==> config.mk <==
export PLATFORM = sky130hd
export DESIGN_NAME = ready_and_waiting_queues
export DESIGN_NICKNAME = d
export VERILOG_FILES = /design/src/rtl/rawq_pkg.sv /design/src/rtl/rawq_cell.sv /design/src/rtl/rawq_chain.sv /design/src/rtl/ready_and_waiting_queues.sv
export SDC_FILE = /design/constraint.sdc
export NUM_CORES = 2
export LEC_CHECK = 0
export BUFFER_PORTS_ARGS = -buffer_cell sky130_fd_sc_hd__buf_2
export CAP_MARGIN = 10
export CELL_PAD_IN_SITES_DETAIL_PLACEMENT = 1
export CELL_PAD_IN_SITES_GLOBAL_PLACEMENT = 2
export CORE_MARGIN = 10
export CORE_UTILIZATION = 35
export CTS_CLUSTER_SIZE = 8
export DETAILED_ROUTE_END_ITERATION = 6
export HOLD_SLACK_MARGIN = 0.05
export PLACE_DENSITY_LB_ADDON = 0.08
export SLEW_MARGIN = 10
export SYNTH_ARGS = -nofsm -noshare
export SYNTH_HDL_FRONTEND = slang
export SYNTH_SLANG_ARGS = --single-unit
==> constraint.sdc <==
create_clock -name aclk -period 5.54 [get_ports aclk]
set_input_delay 1.108 -clock aclk [delete_from_list [all_inputs] [get_ports aclk]]
set_output_delay 1.108 -clock aclk [all_outputs]
set_load 0.05 [all_outputs]
==> src/rtl/rawq_pkg.sv <==
package rawq_pkg;

    // Default sizes
    localparam int QUEUE_DEPTH_DEF = 16;
    localparam int ID_BITS_DEF     = 8;

    // Fixed field widths
    localparam int ACT_W  = 2;
    localparam int MODE_W = 2;
    localparam int ST_W   = 2;
    localparam int BYTE_W = 8;

    // Action codes
    localparam logic [ACT_W-1:0] ACT_PUSH_READY = 2'd0;
    localparam logic [ACT_W-1:0] ACT_PUSH_WAIT  = 2'd1;
    localparam logic [ACT_W-1:0] ACT_POP_READY  = 2'd2;
    localparam logic [ACT_W-1:0] ACT_POP_WAIT   = 2'd3;

    // Scheduling mode that keeps the ready queue sorted by priority
    localparam logic [MODE_W-1:0] MODE_PRIORITY = 2'd2;

    // Result status codes
    localparam logic [ST_W-1:0] ST_DONE    = 2'd0;
    localparam logic [ST_W-1:0] ST_MISSING = 2'd1;
    localparam logic [ST_W-1:0] ST_FULL    = 2'd2;

    // Control part of the operation token that walks the cell chain
    typedef struct packed {
        logic active;   // token present at this stage
        logic is_ins;   // insert, else remove
        logic cmp;      // insert compares priorities
        logic hit;      // insert point passed, or match found
        logic done;     // insert written, token now inert
    } tok_ctl_t;

endpackage

==> src/rtl/rawq_cell.sv <==
module rawq_cell #(
    parameter int ID_BITS = rawq_pkg::ID_BITS_DEF,
    parameter int CNT_W   = 5
) (
    input  logic                        aclk,
    input  logic                        aresetn,
    input  rawq_pkg::tok_ctl_t          ctl_in,
    input  logic [ID_BITS-1:0]          key_id_in,
    input  logic [rawq_pkg::BYTE_W-1:0] key_prio_in,
    input  logic [ID_BITS-1:0]          carry_id_in,
    input  logic [rawq_pkg::BYTE_W-1:0] carry_prio_in,
    input  logic [CNT_W-1:0]            left_in,
    output rawq_pkg::tok_ctl_t          ctl_out,
    output logic [ID_BITS-1:0]          key_id_out,
    output logic [rawq_pkg::BYTE_W-1:0] key_prio_out,
    output logic [ID_BITS-1:0]          carry_id_out,
    output logic [rawq_pkg::BYTE_W-1:0] carry_prio_out,
    output logic [CNT_W-1:0]            left_out,
    input  logic [ID_BITS-1:0]          nbr_id,
    input  logic [rawq_pkg::BYTE_W-1:0] nbr_prio,
    input  logic                        pull_in,
    output logic                        pull_out,
    output logic [ID_BITS-1:0]          ent_id,
    output logic [rawq_pkg::BYTE_W-1:0] ent_prio
);

    rawq_pkg::tok_ctl_t          ctl_reg, ctl_next;
    logic [ID_BITS-1:0]          key_id_reg, carry_id_reg, carry_id_next;
    logic [rawq_pkg::BYTE_W-1:0] key_prio_reg, carry_prio_reg, carry_prio_next;
    logic [CNT_W-1:0]            left_reg, left_next;
    logic [ID_BITS-1:0]          ent_id_reg, ent_id_next;
    logic [rawq_pkg::BYTE_W-1:0] ent_prio_reg, ent_prio_next;
    logic                        live;

    assign live = ctl_in.active && !ctl_in.done;

    always_comb begin
        ctl_next        = ctl_in;
        carry_id_next   = carry_id_in;
        carry_prio_next = carry_prio_in;
        left_next       = (left_in != '0) ? left_in - 1'b1 : left_in;
        ent_id_next     = ent_id_reg;
        ent_prio_next   = ent_prio_reg;
        pull_out        = 1'b0;
        // close the gap left by a removal further up
        if (pull_in) begin
            ent_id_next   = nbr_id;
            ent_prio_next = nbr_prio;
        end
        if (live) begin
            if (ctl_in.is_ins) begin
                if (left_in == '0) begin
                    // first free slot: drop the carried entry here
                    ent_id_next   = carry_id_in;
                    ent_prio_next = carry_prio_in;
                    ctl_next.done = 1'b1;
                end else if (ctl_in.hit || (ctl_in.cmp && ent_prio_reg >= key_prio_in)) begin
                    // swap: take the carried entry, push ours down the row
                    ent_id_next     = carry_id_in;
                    ent_prio_next   = carry_prio_in;
                    carry_id_next   = ent_id_reg;
                    carry_prio_next = ent_prio_reg;
                    ctl_next.hit    = 1'b1;
                end
            end else if (left_in != '0) begin
                if (!ctl_in.hit && ent_id_reg == key_id_in) begin
                    ctl_next.hit    = 1'b1;
                    carry_id_next   = ent_id_reg;
                    carry_prio_next = ent_prio_reg;
                end else if (ctl_in.hit) begin
                    pull_out = 1'b1;
                end
            end
        end
    end

    always_ff @(posedge aclk) begin
        if (!aresetn) begin
            ctl_reg <= '0;
        end else begin
            ctl_reg <= ctl_next;
        end
    end

    always_ff @(posedge aclk) begin
        key_id_reg     <= key_id_in;
        key_prio_reg   <= key_prio_in;
        carry_id_reg   <= carry_id_next;
        carry_prio_reg <= carry_prio_next;
        left_reg       <= left_next;
        ent_id_reg     <= ent_id_next;
        ent_prio_reg   <= ent_prio_next;
    end

    assign ctl_out        = ctl_reg;
    assign key_id_out     = key_id_reg;
    assign key_prio_out   = key_prio_reg;
    assign carry_id_out   = carry_id_reg;
    assign carry_prio_out = carry_prio_reg;
    assign left_out       = left_reg;
    assign ent_id         = ent_id_reg;
    assign ent_prio       = ent_prio_reg;

endmodule

==> src/rtl/rawq_chain.sv <==
module rawq_chain #(
    parameter int QUEUE_DEPTH = rawq_pkg::QUEUE_DEPTH_DEF,
    parameter int ID_BITS     = rawq_pkg::ID_BITS_DEF,
    parameter int CNT_W       = $clog2(QUEUE_DEPTH + 1)
) (
    input  logic                        aclk,
    input  logic                        aresetn,
    input  rawq_pkg::tok_ctl_t          launch_ctl,
    input  logic [ID_BITS-1:0]          launch_id,
    input  logic [rawq_pkg::BYTE_W-1:0] launch_prio,
    input  logic [CNT_W-1:0]            launch_left,
    output rawq_pkg::tok_ctl_t          exit_ctl,
    output logic [ID_BITS-1:0]          exit_id,
    output logic [rawq_pkg::BYTE_W-1:0] exit_prio
);

    rawq_pkg::tok_ctl_t          ctl_w        [0:QUEUE_DEPTH];
    logic [ID_BITS-1:0]          key_id_w     [0:QUEUE_DEPTH];
    logic [rawq_pkg::BYTE_W-1:0] key_prio_w   [0:QUEUE_DEPTH];
    logic [ID_BITS-1:0]          carry_id_w   [0:QUEUE_DEPTH];
    logic [rawq_pkg::BYTE_W-1:0] carry_prio_w [0:QUEUE_DEPTH];
    logic [CNT_W-1:0]            left_w       [0:QUEUE_DEPTH];
    logic [ID_BITS-1:0]          ent_id_w     [0:QUEUE_DEPTH];
    logic [rawq_pkg::BYTE_W-1:0] ent_prio_w   [0:QUEUE_DEPTH];
    logic                        pull_w       [0:QUEUE_DEPTH];

    // the carried entry starts as the new entry; the key is kept for compares
    assign ctl_w[0]        = launch_ctl;
    assign key_id_w[0]     = launch_id;
    assign key_prio_w[0]   = launch_prio;
    assign carry_id_w[0]   = launch_id;
    assign carry_prio_w[0] = launch_prio;
    assign left_w[0]       = launch_left;

    // nothing beyond the tail cell
    assign ent_id_w[QUEUE_DEPTH]   = '0;
    assign ent_prio_w[QUEUE_DEPTH] = '0;
    assign pull_w[QUEUE_DEPTH]     = 1'b0;

    for (genvar i = 0; i < QUEUE_DEPTH; i++) begin : g_cell
        rawq_cell #(
            .ID_BITS (ID_BITS),
            .CNT_W   (CNT_W)
        ) u_cell (
            .aclk           (aclk),
            .aresetn        (aresetn),
            .ctl_in         (ctl_w[i]),
            .key_id_in      (key_id_w[i]),
            .key_prio_in    (key_prio_w[i]),
            .carry_id_in    (carry_id_w[i]),
            .carry_prio_in  (carry_prio_w[i]),
            .left_in        (left_w[i]),
            .ctl_out        (ctl_w[i+1]),
            .key_id_out     (key_id_w[i+1]),
            .key_prio_out   (key_prio_w[i+1]),
            .carry_id_out   (carry_id_w[i+1]),
            .carry_prio_out (carry_prio_w[i+1]),
            .left_out       (left_w[i+1]),
            .nbr_id         (ent_id_w[i+1]),
            .nbr_prio       (ent_prio_w[i+1]),
            .pull_in        (pull_w[i+1]),
            .pull_out       (pull_w[i]),
            .ent_id         (ent_id_w[i]),
            .ent_prio       (ent_prio_w[i])
        );
    end

    assign exit_ctl  = ctl_w[QUEUE_DEPTH];
    assign exit_id   = carry_id_w[QUEUE_DEPTH];
    assign exit_prio = carry_prio_w[QUEUE_DEPTH];

endmodule

==> src/rtl/ready_and_waiting_queues.sv <==
// Ready and waiting queues of thread entries (id, priority).
// Input channel s_*: one beat is an action (push ready, push waiting, pop
// ready, pop waiting), a thread id and a priority. Result channel m_*: one
// beat per input beat with status, removed id and removed priority.
// cfg_*: one write-only register, the scheduling mode; priority mode keeps
// the ready queue sorted, new entries ahead of equal priorities.
// Each queue is a row of QUEUE_DEPTH cells, one entry per cell. An operation
// token enters the head cell and advances one cell per cycle, shifting
// entries down on insert and pulling them up behind a removal.
// A result reaches m_valid after the token has walked the full row and
// been registered onto m_*; a push into a full queue skips the row and
// goes through the reject register. A new beat is not accepted before the
// last result is finished; one operation is in flight at a time.
// Reset (aresetn low, synchronous): both queues empty, mode first come
// first served. Queue contents are not cleared.
// A stalled receiver does not block the row: a finished result parks in a
// holding register, and only then does the stall keep s_ready low until m_ready frees it.
module ready_and_waiting_queues #(
    parameter int QUEUE_DEPTH = rawq_pkg::QUEUE_DEPTH_DEF,
    parameter int ID_BITS     = rawq_pkg::ID_BITS_DEF
) (
    input  logic                        aclk,
    input  logic                        aresetn,
    // configuration
    input  logic                        cfg_valid,
    output logic                        cfg_ready,
    input  logic [rawq_pkg::MODE_W-1:0] cfg_data,
    // input beats
    input  logic                        s_valid,
    output logic                        s_ready,
    input  logic [rawq_pkg::ACT_W-1:0]  s_action,
    input  logic [rawq_pkg::BYTE_W-1:0] s_thread_id,
    input  logic [rawq_pkg::BYTE_W-1:0] s_prio,
    // result beats
    output logic                        m_valid,
    input  logic                        m_ready,
    output logic [rawq_pkg::ST_W-1:0]   m_status,
    output logic [rawq_pkg::BYTE_W-1:0] m_out_id,
    output logic [rawq_pkg::BYTE_W-1:0] m_out_prio
);

    localparam int CNT_W = $clog2(QUEUE_DEPTH + 1);
    localparam int BW    = rawq_pkg::BYTE_W;
    localparam int SW    = rawq_pkg::ST_W;

    // control state
    logic [rawq_pkg::MODE_W-1:0] sched_mode_reg, sched_mode_next;
    logic [CNT_W-1:0]            rdy_cnt_reg, rdy_cnt_next;
    logic [CNT_W-1:0]            wt_cnt_reg, wt_cnt_next;
    logic                        busy_reg, busy_next;
    logic                        rej_reg, rej_next;
    logic                        m_valid_reg, m_valid_next;
    logic                        pend_valid_reg, pend_valid_next;

    // result payload
    logic [SW-1:0] m_status_reg, m_status_next, pend_status_reg, pend_status_next;
    logic [BW-1:0] m_id_reg, m_id_next, pend_id_reg, pend_id_next;
    logic [BW-1:0] m_prio_reg, m_prio_next, pend_prio_reg, pend_prio_next;

    logic               s_fire, rdy_full, wt_full, is_push, push_full;
    logic [ID_BITS-1:0] in_id;

    rawq_pkg::tok_ctl_t rdy_launch, wt_launch, rdy_exit, wt_exit, exit_ctl;
    logic [ID_BITS-1:0] rdy_exit_id, wt_exit_id, exit_id;
    logic [BW-1:0]      rdy_exit_prio, wt_exit_prio, exit_prio;

    logic          fin_valid;
    logic [SW-1:0] fin_status;
    logic [BW-1:0] fin_id, fin_prio;

    assign cfg_ready = 1'b1;
    assign s_ready   = !busy_reg && !pend_valid_reg;
    assign s_fire    = s_valid && s_ready;
    assign in_id     = ID_BITS'(s_thread_id);

    assign rdy_full  = (rdy_cnt_reg == CNT_W'(QUEUE_DEPTH));
    assign wt_full   = (wt_cnt_reg == CNT_W'(QUEUE_DEPTH));
    assign is_push   = (s_action == rawq_pkg::ACT_PUSH_READY) ||
                       (s_action == rawq_pkg::ACT_PUSH_WAIT);
    assign push_full = ((s_action == rawq_pkg::ACT_PUSH_READY) && rdy_full) ||
                       ((s_action == rawq_pkg::ACT_PUSH_WAIT) && wt_full);

    // launch a token into the addressed row; a refused push bypasses both
    always_comb begin
        rdy_launch        = '0;
        wt_launch         = '0;
        rdy_launch.is_ins = (s_action == rawq_pkg::ACT_PUSH_READY);
        rdy_launch.cmp    = (sched_mode_reg == rawq_pkg::MODE_PRIORITY);
        wt_launch.is_ins  = (s_action == rawq_pkg::ACT_PUSH_WAIT);
        rdy_launch.active = s_fire && !push_full &&
                            ((s_action == rawq_pkg::ACT_PUSH_READY) ||
                             (s_action == rawq_pkg::ACT_POP_READY));
        wt_launch.active  = s_fire && !push_full &&
                            ((s_action == rawq_pkg::ACT_PUSH_WAIT) ||
                             (s_action == rawq_pkg::ACT_POP_WAIT));
    end

    rawq_chain #(
        .QUEUE_DEPTH (QUEUE_DEPTH),
        .ID_BITS     (ID_BITS),
        .CNT_W       (CNT_W)
    ) u_ready (
        .aclk        (aclk),
        .aresetn     (aresetn),
        .launch_ctl  (rdy_launch),
        .launch_id   (in_id),
        .launch_prio (s_prio),
        .launch_left (rdy_cnt_reg),
        .exit_ctl    (rdy_exit),
        .exit_id     (rdy_exit_id),
        .exit_prio   (rdy_exit_prio)
    );

    rawq_chain #(
        .QUEUE_DEPTH (QUEUE_DEPTH),
        .ID_BITS     (ID_BITS),
        .CNT_W       (CNT_W)
    ) u_wait (
        .aclk        (aclk),
        .aresetn     (aresetn),
        .launch_ctl  (wt_launch),
        .launch_id   (in_id),
        .launch_prio (s_prio),
        .launch_left (wt_cnt_reg),
        .exit_ctl    (wt_exit),
        .exit_id     (wt_exit_id),
        .exit_prio   (wt_exit_prio)
    );

    // only one token is ever in flight, so pick whichever row it leaves
    assign exit_ctl  = rdy_exit.active ? rdy_exit : wt_exit;
    assign exit_id   = rdy_exit.active ? rdy_exit_id : wt_exit_id;
    assign exit_prio = rdy_exit.active ? rdy_exit_prio : wt_exit_prio;

    // finished operation: either a token leaving a row or a refused push
    always_comb begin
        fin_valid  = rej_reg || exit_ctl.active;
        fin_status = rawq_pkg::ST_DONE;
        fin_id     = '0;
        fin_prio   = '0;
        if (rej_reg) begin
            fin_status = rawq_pkg::ST_FULL;
        end else if (!exit_ctl.is_ins) begin
            if (exit_ctl.hit) begin
                fin_id   = BW'(exit_id);
                fin_prio = exit_prio;
            end else begin
                fin_status = rawq_pkg::ST_MISSING;
            end
        end
    end

    always_comb begin
        sched_mode_next  = sched_mode_reg;
        rdy_cnt_next     = rdy_cnt_reg;
        wt_cnt_next      = wt_cnt_reg;
        busy_next        = busy_reg;
        rej_next         = 1'b0;
        m_valid_next     = m_valid_reg;
        m_status_next    = m_status_reg;
        m_id_next        = m_id_reg;
        m_prio_next      = m_prio_reg;
        pend_valid_next  = pend_valid_reg;
        pend_status_next = pend_status_reg;
        pend_id_next     = pend_id_reg;
        pend_prio_next   = pend_prio_reg;

        if (cfg_valid) begin
            sched_mode_next = cfg_data;
        end

        if (s_fire) begin
            busy_next = 1'b1;
            rej_next  = is_push && push_full;
        end else if (fin_valid) begin
            busy_next = 1'b0;
        end

        // commit the size change once the row has done its work
        if (rdy_exit.active) begin
            if (rdy_exit.is_ins) begin
                rdy_cnt_next = rdy_cnt_reg + 1'b1;
            end else if (rdy_exit.hit) begin
                rdy_cnt_next = rdy_cnt_reg - 1'b1;
            end
        end
        if (wt_exit.active) begin
            if (wt_exit.is_ins) begin
                wt_cnt_next = wt_cnt_reg + 1'b1;
            end else if (wt_exit.hit) begin
                wt_cnt_next = wt_cnt_reg - 1'b1;
            end
        end

        // output register, backed by one holding register
        if (!m_valid_reg || m_ready) begin
            if (pend_valid_reg) begin
                m_valid_next    = 1'b1;
                m_status_next   = pend_status_reg;
                m_id_next       = pend_id_reg;
                m_prio_next     = pend_prio_reg;
                pend_valid_next = 1'b0;
            end else begin
                m_valid_next  = fin_valid;
                m_status_next = fin_status;
                m_id_next     = fin_id;
                m_prio_next   = fin_prio;
            end
        end else if (fin_valid) begin
            // receiver stalled: park the result
            pend_valid_next  = 1'b1;
            pend_status_next = fin_status;
            pend_id_next     = fin_id;
            pend_prio_next   = fin_prio;
        end
    end

    always_ff @(posedge aclk) begin
        if (!aresetn) begin
            sched_mode_reg <= '0;
            rdy_cnt_reg    <= '0;
            wt_cnt_reg     <= '0;
            busy_reg       <= 1'b0;
            rej_reg        <= 1'b0;
            m_valid_reg    <= 1'b0;
            pend_valid_reg <= 1'b0;
        end else begin
            sched_mode_reg <= sched_mode_next;
            rdy_cnt_reg    <= rdy_cnt_next;
            wt_cnt_reg     <= wt_cnt_next;
            busy_reg       <= busy_next;
            rej_reg        <= rej_next;
            m_valid_reg    <= m_valid_next;
            pend_valid_reg <= pend_valid_next;
        end
    end

    always_ff @(posedge aclk) begin
        m_status_reg    <= m_status_next;
        m_id_reg        <= m_id_next;
        m_prio_reg      <= m_prio_next;
        pend_status_reg <= pend_status_next;
        pend_id_reg     <= pend_id_next;
        pend_prio_reg   <= pend_prio_next;
    end

    assign m_valid    = m_valid_reg;
    assign m_status   = m_status_reg;
    assign m_out_id   = m_id_reg;
    assign m_out_prio = m_prio_reg;

endmodule

## After elaboration in Yosys (flattened, before gate mapping)

Cells that the tools add are included.
Widths: inputs -> output; s select.

- Order comparisons: 31
- Reductions and logical operators: 280
- Eq/ne operators: 38
- Bitwise logic cells: 4
- Add/subtract/negate cells: 32
- Mux-type cells: 1136

Operators by type and width:

| cell | count |
|---|---|
| $mux 8 | 696 |
| $mux 1 | 373 |
| $eq 8x8->1 | 32 |
| $ge 8x8->1 | 31 |
| $mux 5 | 35 |
| $logic_not 5->1 | 32 |
| $reduce_bool 5->1 | 32 |
| $sub 5x1->5 const B | 30 |
| $logic_and 1x1->1 | 99 |
| $logic_not 1->1 | 64 |
| $mux 2 | 32 |
| $logic_or 1x1->1 | 36 |
| $reduce_and 3->1 | 4 |
| $add 5x1->5 const B | 2 |
| $eq 5x5->1 const B | 2 |
| $reduce_and 2->1 | 5 |
| $reduce_bool 2->1 | 5 |
| $eq 2x2->1 const B | 3 |
| $not 1->1 | 4 |
| $reduce_or 4->1 | 1 |
| $eq 2x1->1 const B | 1 |
| $logic_not 2->1 | 1 |
| $reduce_or 2->1 | 1 |

- Flip-flop bits (word level): 1626
- Bits of input ports: 25
- Output and inout port bits: 21

## Depth between registers and ports, before layout

- Depth after elaboration: 11
- Mapped depth: 11
- Gate-level depth less buffers: 8

## Modules after synthesis

A second synthesis with hierarchy kept.

- Cell total of the unflattened synthesis: 8023
- Area, all modules: 86922.1 um^2

By module, submodules not included:

| module | area each (um^2) | cells each | times used |
|---|---|---|---|
| rawq_cell (u_ready.g_cell[6].u_cell ...) | 2840.2 | 270 | 20 |
| rawq_cell (u_ready.g_cell[0].u_cell ...) | 2287.2 | 199 | 12 |
| ready_and_waiting_queues | 2663.8 | 233 | 1 |
| rawq_chain | 3.8 | 1 | 2 |

## Worst setup path before layout

No wires, ideal clock.

- Path kind: in2reg
- From: in s_prio[7] (netlist bit)
- To: reg u_ready.g_cell[0].u_cell.ent_id_reg[4]
- Data required time: 5.419 ns
- Setup time: 0.121 ns
- Path slack: 2.209 ns
- Stages on the path: 9
- Arrival time: 3.211 ns
- Cells stage by stage: inv_1 > ha_1 > a21oi_1 > a21boi_0 > a31o_2 > a41o_1 > o211ai_1 > buf_2 > mux2_2

- Longest elaborated chain between the ends: 6

RTL lines:

| element | RTL line | source |
|---|---|---|
| start: declaration | ready_and_waiting_queues.sv:33 | `input logic [rawq_pkg::BYTE_W-1:0] s_prio,` |
| $ge 8x8->1 | rawq_cell.sv:57 | `end else if (ctl_in.hit \|\| (ctl_in.cmp && ent_prio_reg >= key_prio_in)) begin` |
| $logic_and 1x1->1 | rawq_cell.sv:57 |  |
| $mux 8 | rawq_cell.sv:57 |  |
| $mux 8 | rawq_cell.sv:52 | `if (left_in == '0) begin` |
| $mux 8 | rawq_cell.sv:51 | `if (ctl_in.is_ins) begin` |
| $mux 8 | rawq_cell.sv:50 | `if (live) begin` |
| via u_ready.g_cell[0].u_cell.ent_id_next[4] | rawq_cell.sv:31 | `logic [ID_BITS-1:0] ent_id_reg, ent_id_next;` |
| end signal: assignment | rawq_cell.sv:91 | `ent_id_reg <= ent_id_next;` |
| end: declaration | rawq_cell.sv:31 |  |

The timed path passes the listed nets, and every way through them passes these cells.
A chain may end at the register's enable or synchronous reset.

## Worst setup path after layout

- From: reg pend_valid_reg
- To: out s_ready

- Longest elaborated chain between the ends: 2

RTL lines:

| element | RTL line | source |
|---|---|---|
| start: declaration | ready_and_waiting_queues.sv:53 | `logic pend_valid_reg, pend_valid_next;` |
| start signal: assignment | ready_and_waiting_queues.sv:234 | `pend_valid_reg <= pend_valid_next;` |
| $logic_not 1->1 | ready_and_waiting_queues.sv:72 | `assign s_ready = !busy_reg && !pend_valid_reg;` |
| $logic_and 1x1->1 | ready_and_waiting_queues.sv:72 |  |
| end: declaration | ready_and_waiting_queues.sv:30 | `output logic s_ready,` |

Every way passes these cells.

==> impl_metrics.prom <==
# TYPE chip_impl_metric gauge
chip_impl_info{name="highest_count_cells_in_the_layout_ignoring_fill_and_taps",value="sky130_fd_sc_hd__dfxtp_1 (1538), sky130_fd_sc_hd__mux2_2 (878), sky130_fd_sc_hd__nor2_1 (485)"} 1
chip_impl_metric{name="slew_viol_final",unit=""} 0
chip_impl_metric{name="post_layout_nonfiller_instances",unit=""} 8078
chip_impl_metric{name="grt.total_usage",unit="%"} 15.6
chip_impl_metric{name="flow.area_growth_from_synthesis",unit="%"} 14.5
chip_impl_metric{name="drtPass1Iterations",unit=""} 6
chip_impl_info{name="layout.cells.most_common",value="sky130_fd_sc_hd__dfxtp_1"} 1
chip_impl_metric{name="clock_sink_count",unit=""} 1607
chip_impl_metric{name="htree_num_levels",unit=""} 4
chip_impl_metric{name="power.density_cell_area",unit="nW/um^2"} 390
chip_impl_metric{name="min_period_over_period",unit="%"} 58.6
chip_impl_metric{name="ant_nets",unit=""} 0
chip_impl_metric{name="grt_first_pass_wirelength",unit="microns"} 244000
chip_impl_metric{name="drv_cap",unit=""} 0
chip_impl_metric{name="coreArea",unit="sq um"} 178000
chip_impl_info{name="holdCritPathClass",value="flop to flop"} 1
chip_impl_metric{name="fin_crit",unit="ps"} 3250
chip_impl_metric{name="syn_nets",unit=""} 5751
chip_impl_metric{name="first_global_vias",unit=""} 40380
chip_impl_info{name="synth-main-ff-cell",value="sky130_fd_sc_hd__dfxtp_1"} 1
chip_impl_metric{name="synthCells",unit=""} 5538
chip_impl_info{name="status",value="completed"} 1
chip_impl_metric{name="fp.dieArea",unit="sq um"} 196000
chip_impl_metric{name="max_slew.worst_pin.slew",unit="ps"} 1120
chip_impl_metric{name="crit_required",unit="ps"} 4430
chip_impl_metric{name="ios",unit=""} 46
chip_impl_metric{name="pin_count_of_the_biggest_net_entering_global_routing",unit=""} 41
chip_impl_metric{name="starting_density_of_the_core",unit="%"} 35.1
chip_impl_metric{name="netlist_area_pre_place",unit="sq um"} 62500
chip_impl_metric{name="cts_setup_buffers",unit=""} 0
chip_impl_metric{name="number_of_enable_flip_flop_cells_after_synthesis",unit=""} 68
chip_impl_metric{name="grt_overflow",unit=""} 0
chip_impl_metric{name="die-height",unit="microns"} 443
chip_impl_metric{name="power_leakage",unit="nW"} 28.6
chip_impl_metric{name="crit_fanout",unit=""} 37
chip_impl_metric{name="ys_seq_area_share",unit="%"} 52.6
chip_impl_metric{name="holdBufCountCts",unit=""} 0
chip_impl_metric{name="maxSlewHeadroom",unit="%"} 24.4
chip_impl_metric{name="clk_path_buf_depth",unit=""} 3
chip_impl_metric{name="num-nets-final",unit=""} 5895
chip_impl_metric{name="drc",unit=""} 0
chip_impl_metric{name="floorplan.rows",unit=""} 155
chip_impl_info{name="post_synth_main_area_contributors",value="sky130_fd_sc_hd__dfxtp_1 (49%), sky130_fd_sc_hd__mux2_2 (16%), sky130_fd_sc_hd__mux2i_1 (5.0%), sky130_fd_sc_hd__ha_1 (3.8%), sky130_fd_sc_hd__xnor2_1 (3.4%)"} 1
chip_impl_metric{name="setup_viol_count_final",unit=""} 0
chip_impl_info{name="grt_setup_unrepaired",value="no"} 1
chip_impl_metric{name="post_cts_resized",unit=""} 0
chip_impl_metric{name="die_width",unit="microns"} 443
chip_impl_metric{name="fmaxAchievable",unit="MHz"} 308
chip_impl_metric{name="port_buffers",unit=""} 44
chip_impl_metric{name="detail_route.wirelength",unit="microns"} 155000
chip_impl_info{name="tritoncts",value="built"} 1
chip_impl_metric{name="hold_viol",unit=""} 0
chip_impl_metric{name="route.detailed.wl_per_inst",unit="microns"} 19.2
chip_impl_metric{name="post-dp-hpwl",unit="microns"} 116000
chip_impl_metric{name="asyncSetResetFlopFracSynth",unit="%"} 0
chip_impl_metric{name="max-vdd-ir-drop",unit="mV"} 0.304
chip_impl_metric{name="synthesis.area_per_instance",unit="sq um"} 11.3
chip_impl_metric{name="timing.clock.skew",unit="ps"} 23.6
chip_impl_metric{name="netlist-cell-type-count",unit=""} 72
chip_impl_metric{name="number_of_placed_instances_with_taps_included",unit=""} 7815
chip_impl_metric{name="drive_above_1_share",unit="%"} 23.6
chip_impl_info{name="clk_root_buffer_cell",value="sky130_fd_sc_hd__clkbuf_16"} 1
chip_impl_metric{name="synthDominantCellAreaShare",unit="%"} 49.3
chip_impl_info{name="synth_area_leader_cell",value="sky130_fd_sc_hd__dfxtp_1"} 1
chip_impl_info{name="worstSetupPathType",value="flop to output pin"} 1
chip_impl_metric{name="setup_total_negative_slack",unit="ps"} 0
chip_impl_metric{name="clkLatencyLatePin",unit="ps"} 820
chip_impl_metric{name="numCtsBuffers",unit=""} 219
chip_impl_metric{name="avgViaCountPerCell",unit=""} 4.70
chip_impl_info{name="setup.worst_path.start_class",value="flop"} 1
chip_impl_metric{name="synth_seq_cells",unit=""} 1607
chip_impl_metric{name="grt_antenna_before_repair",unit=""} 5
chip_impl_metric{name="detail_route.iter0.violations",unit=""} 1100
chip_impl_metric{name="place_congestion",unit=""} 0.780
chip_impl_metric{name="ys_warn_count",unit=""} 0
chip_impl_metric{name="arrival",unit="ps"} 2140
chip_impl_metric{name="clkTransAtPathRegs",unit="ps"} 50
chip_impl_metric{name="via_count",unit=""} 37984
chip_impl_info{name="end_kind",value="output pin"} 1
area by class of cell:
class / count / area [sq um]
well taps: 2355 / 2950
repair buffers: 122 / 816
clock buffers: 247 / 5630
inverters: 215 / 810
clock inverters: 14 / 210
diodes: 1 / 2.50
flip-flops and latches: 1607 / 32900
multi-input cells: 3517 / 28300
fillers: 18970 / 107000
synth_stat cells, drive strengths merged (28+ instances only):
| library cell | count |
|---|---|
| mux2 | 888 |
| buf | 73 |
| a21o | 46 |
| nand2b | 29 |
| xor2 | 89 |
| mux2i | 315 |
| nand3 | 46 |
| or3 | 28 |
| and2 | 99 |
| edfxtp | 68 |
| nor3 | 82 |
| ha | 188 |
| a21oi | 275 |
| inv | 214 |
| nor2b | 33 |
| o21ai | 121 |
| nand4 | 45 |
| nand2 | 187 |
| clkbuf | 126 |
| xnor2 | 240 |
| nor2 | 486 |
| dfxtp | 1539 |
| a31oi | 42 |
final timing paths:
kind	slack (ps)	depth (start not counted)	start	endpoint
hold reg to reg	340	0	u_wait.g_cell[3].u_cell.key_prio_out[4]	u_wait.g_cell[4].u_cell.key_prio_out[4]
setup reg to reg	2390	8	u_wait.g_cell[0].u_cell.key_prio_out[5]	u_ready.g_cell[1].u_cell.carry_prio_out[0]
hold / removal	340	0	u_wait.g_cell[3].u_cell.key_prio_out[4]	u_wait.g_cell[4].u_cell.key_prio_out[4]
setup / recovery	2290	3	pend_valid_reg	s_ready
critical path: stages (launching register included):
cell,delay [ps]
sky130_fd_sc_hd__dfxtp_1,290
sky130_fd_sc_hd__buf_4,270
sky130_fd_sc_hd__nor2_1,370
sky130_fd_sc_hd__buf_2,360
stage by stage:
stage               total power, mW  hold WS, ps  utilization (%)  worst slack [ps]  area, sq um
CTS                            28.5          342             40.2              2180        71500
global route                   29.4          351             40.2              2150        71500
floorplan                      15.5          331                -              2210        62500
global placement               16.3          334             36.9              1840        65600
finish                         27.9          339             40.2              2290        71500
detailed placement             16.3          340             36.9              1830        65600
where the power goes:
group | internal (mW) | switching (mW) | total, mW
clock network | 7.06 | 4.82 | 11.9
registers | 12.7 | 0.824 | 13.5
logic | 1.30 | 1.26 | 2.56
total | 21.0 | 6.90 | 27.9
kinds of logic after synthesis:
kind of cell | synth area share [%]
AOI/OAI and AO/OA | 6.20
adders and majority gates | 3.76
xor gates and xnor gates | 4.61
other | 0.00600
muxes | 21.1
and+or+nand+nor | 9.10
buffers and inverters | 2.63
DFF | 52.6
routing by layer:
metal	up-vias	track usage [%]	part of all wire [%]
li1	19403	-	-
met1	17919	19.0	45
met2	391	27.6	49
met3	267	2.65	2.9
met4	4	5.71	3.3
met5	-	0	0.015
(Power assumes the default switching activity.)
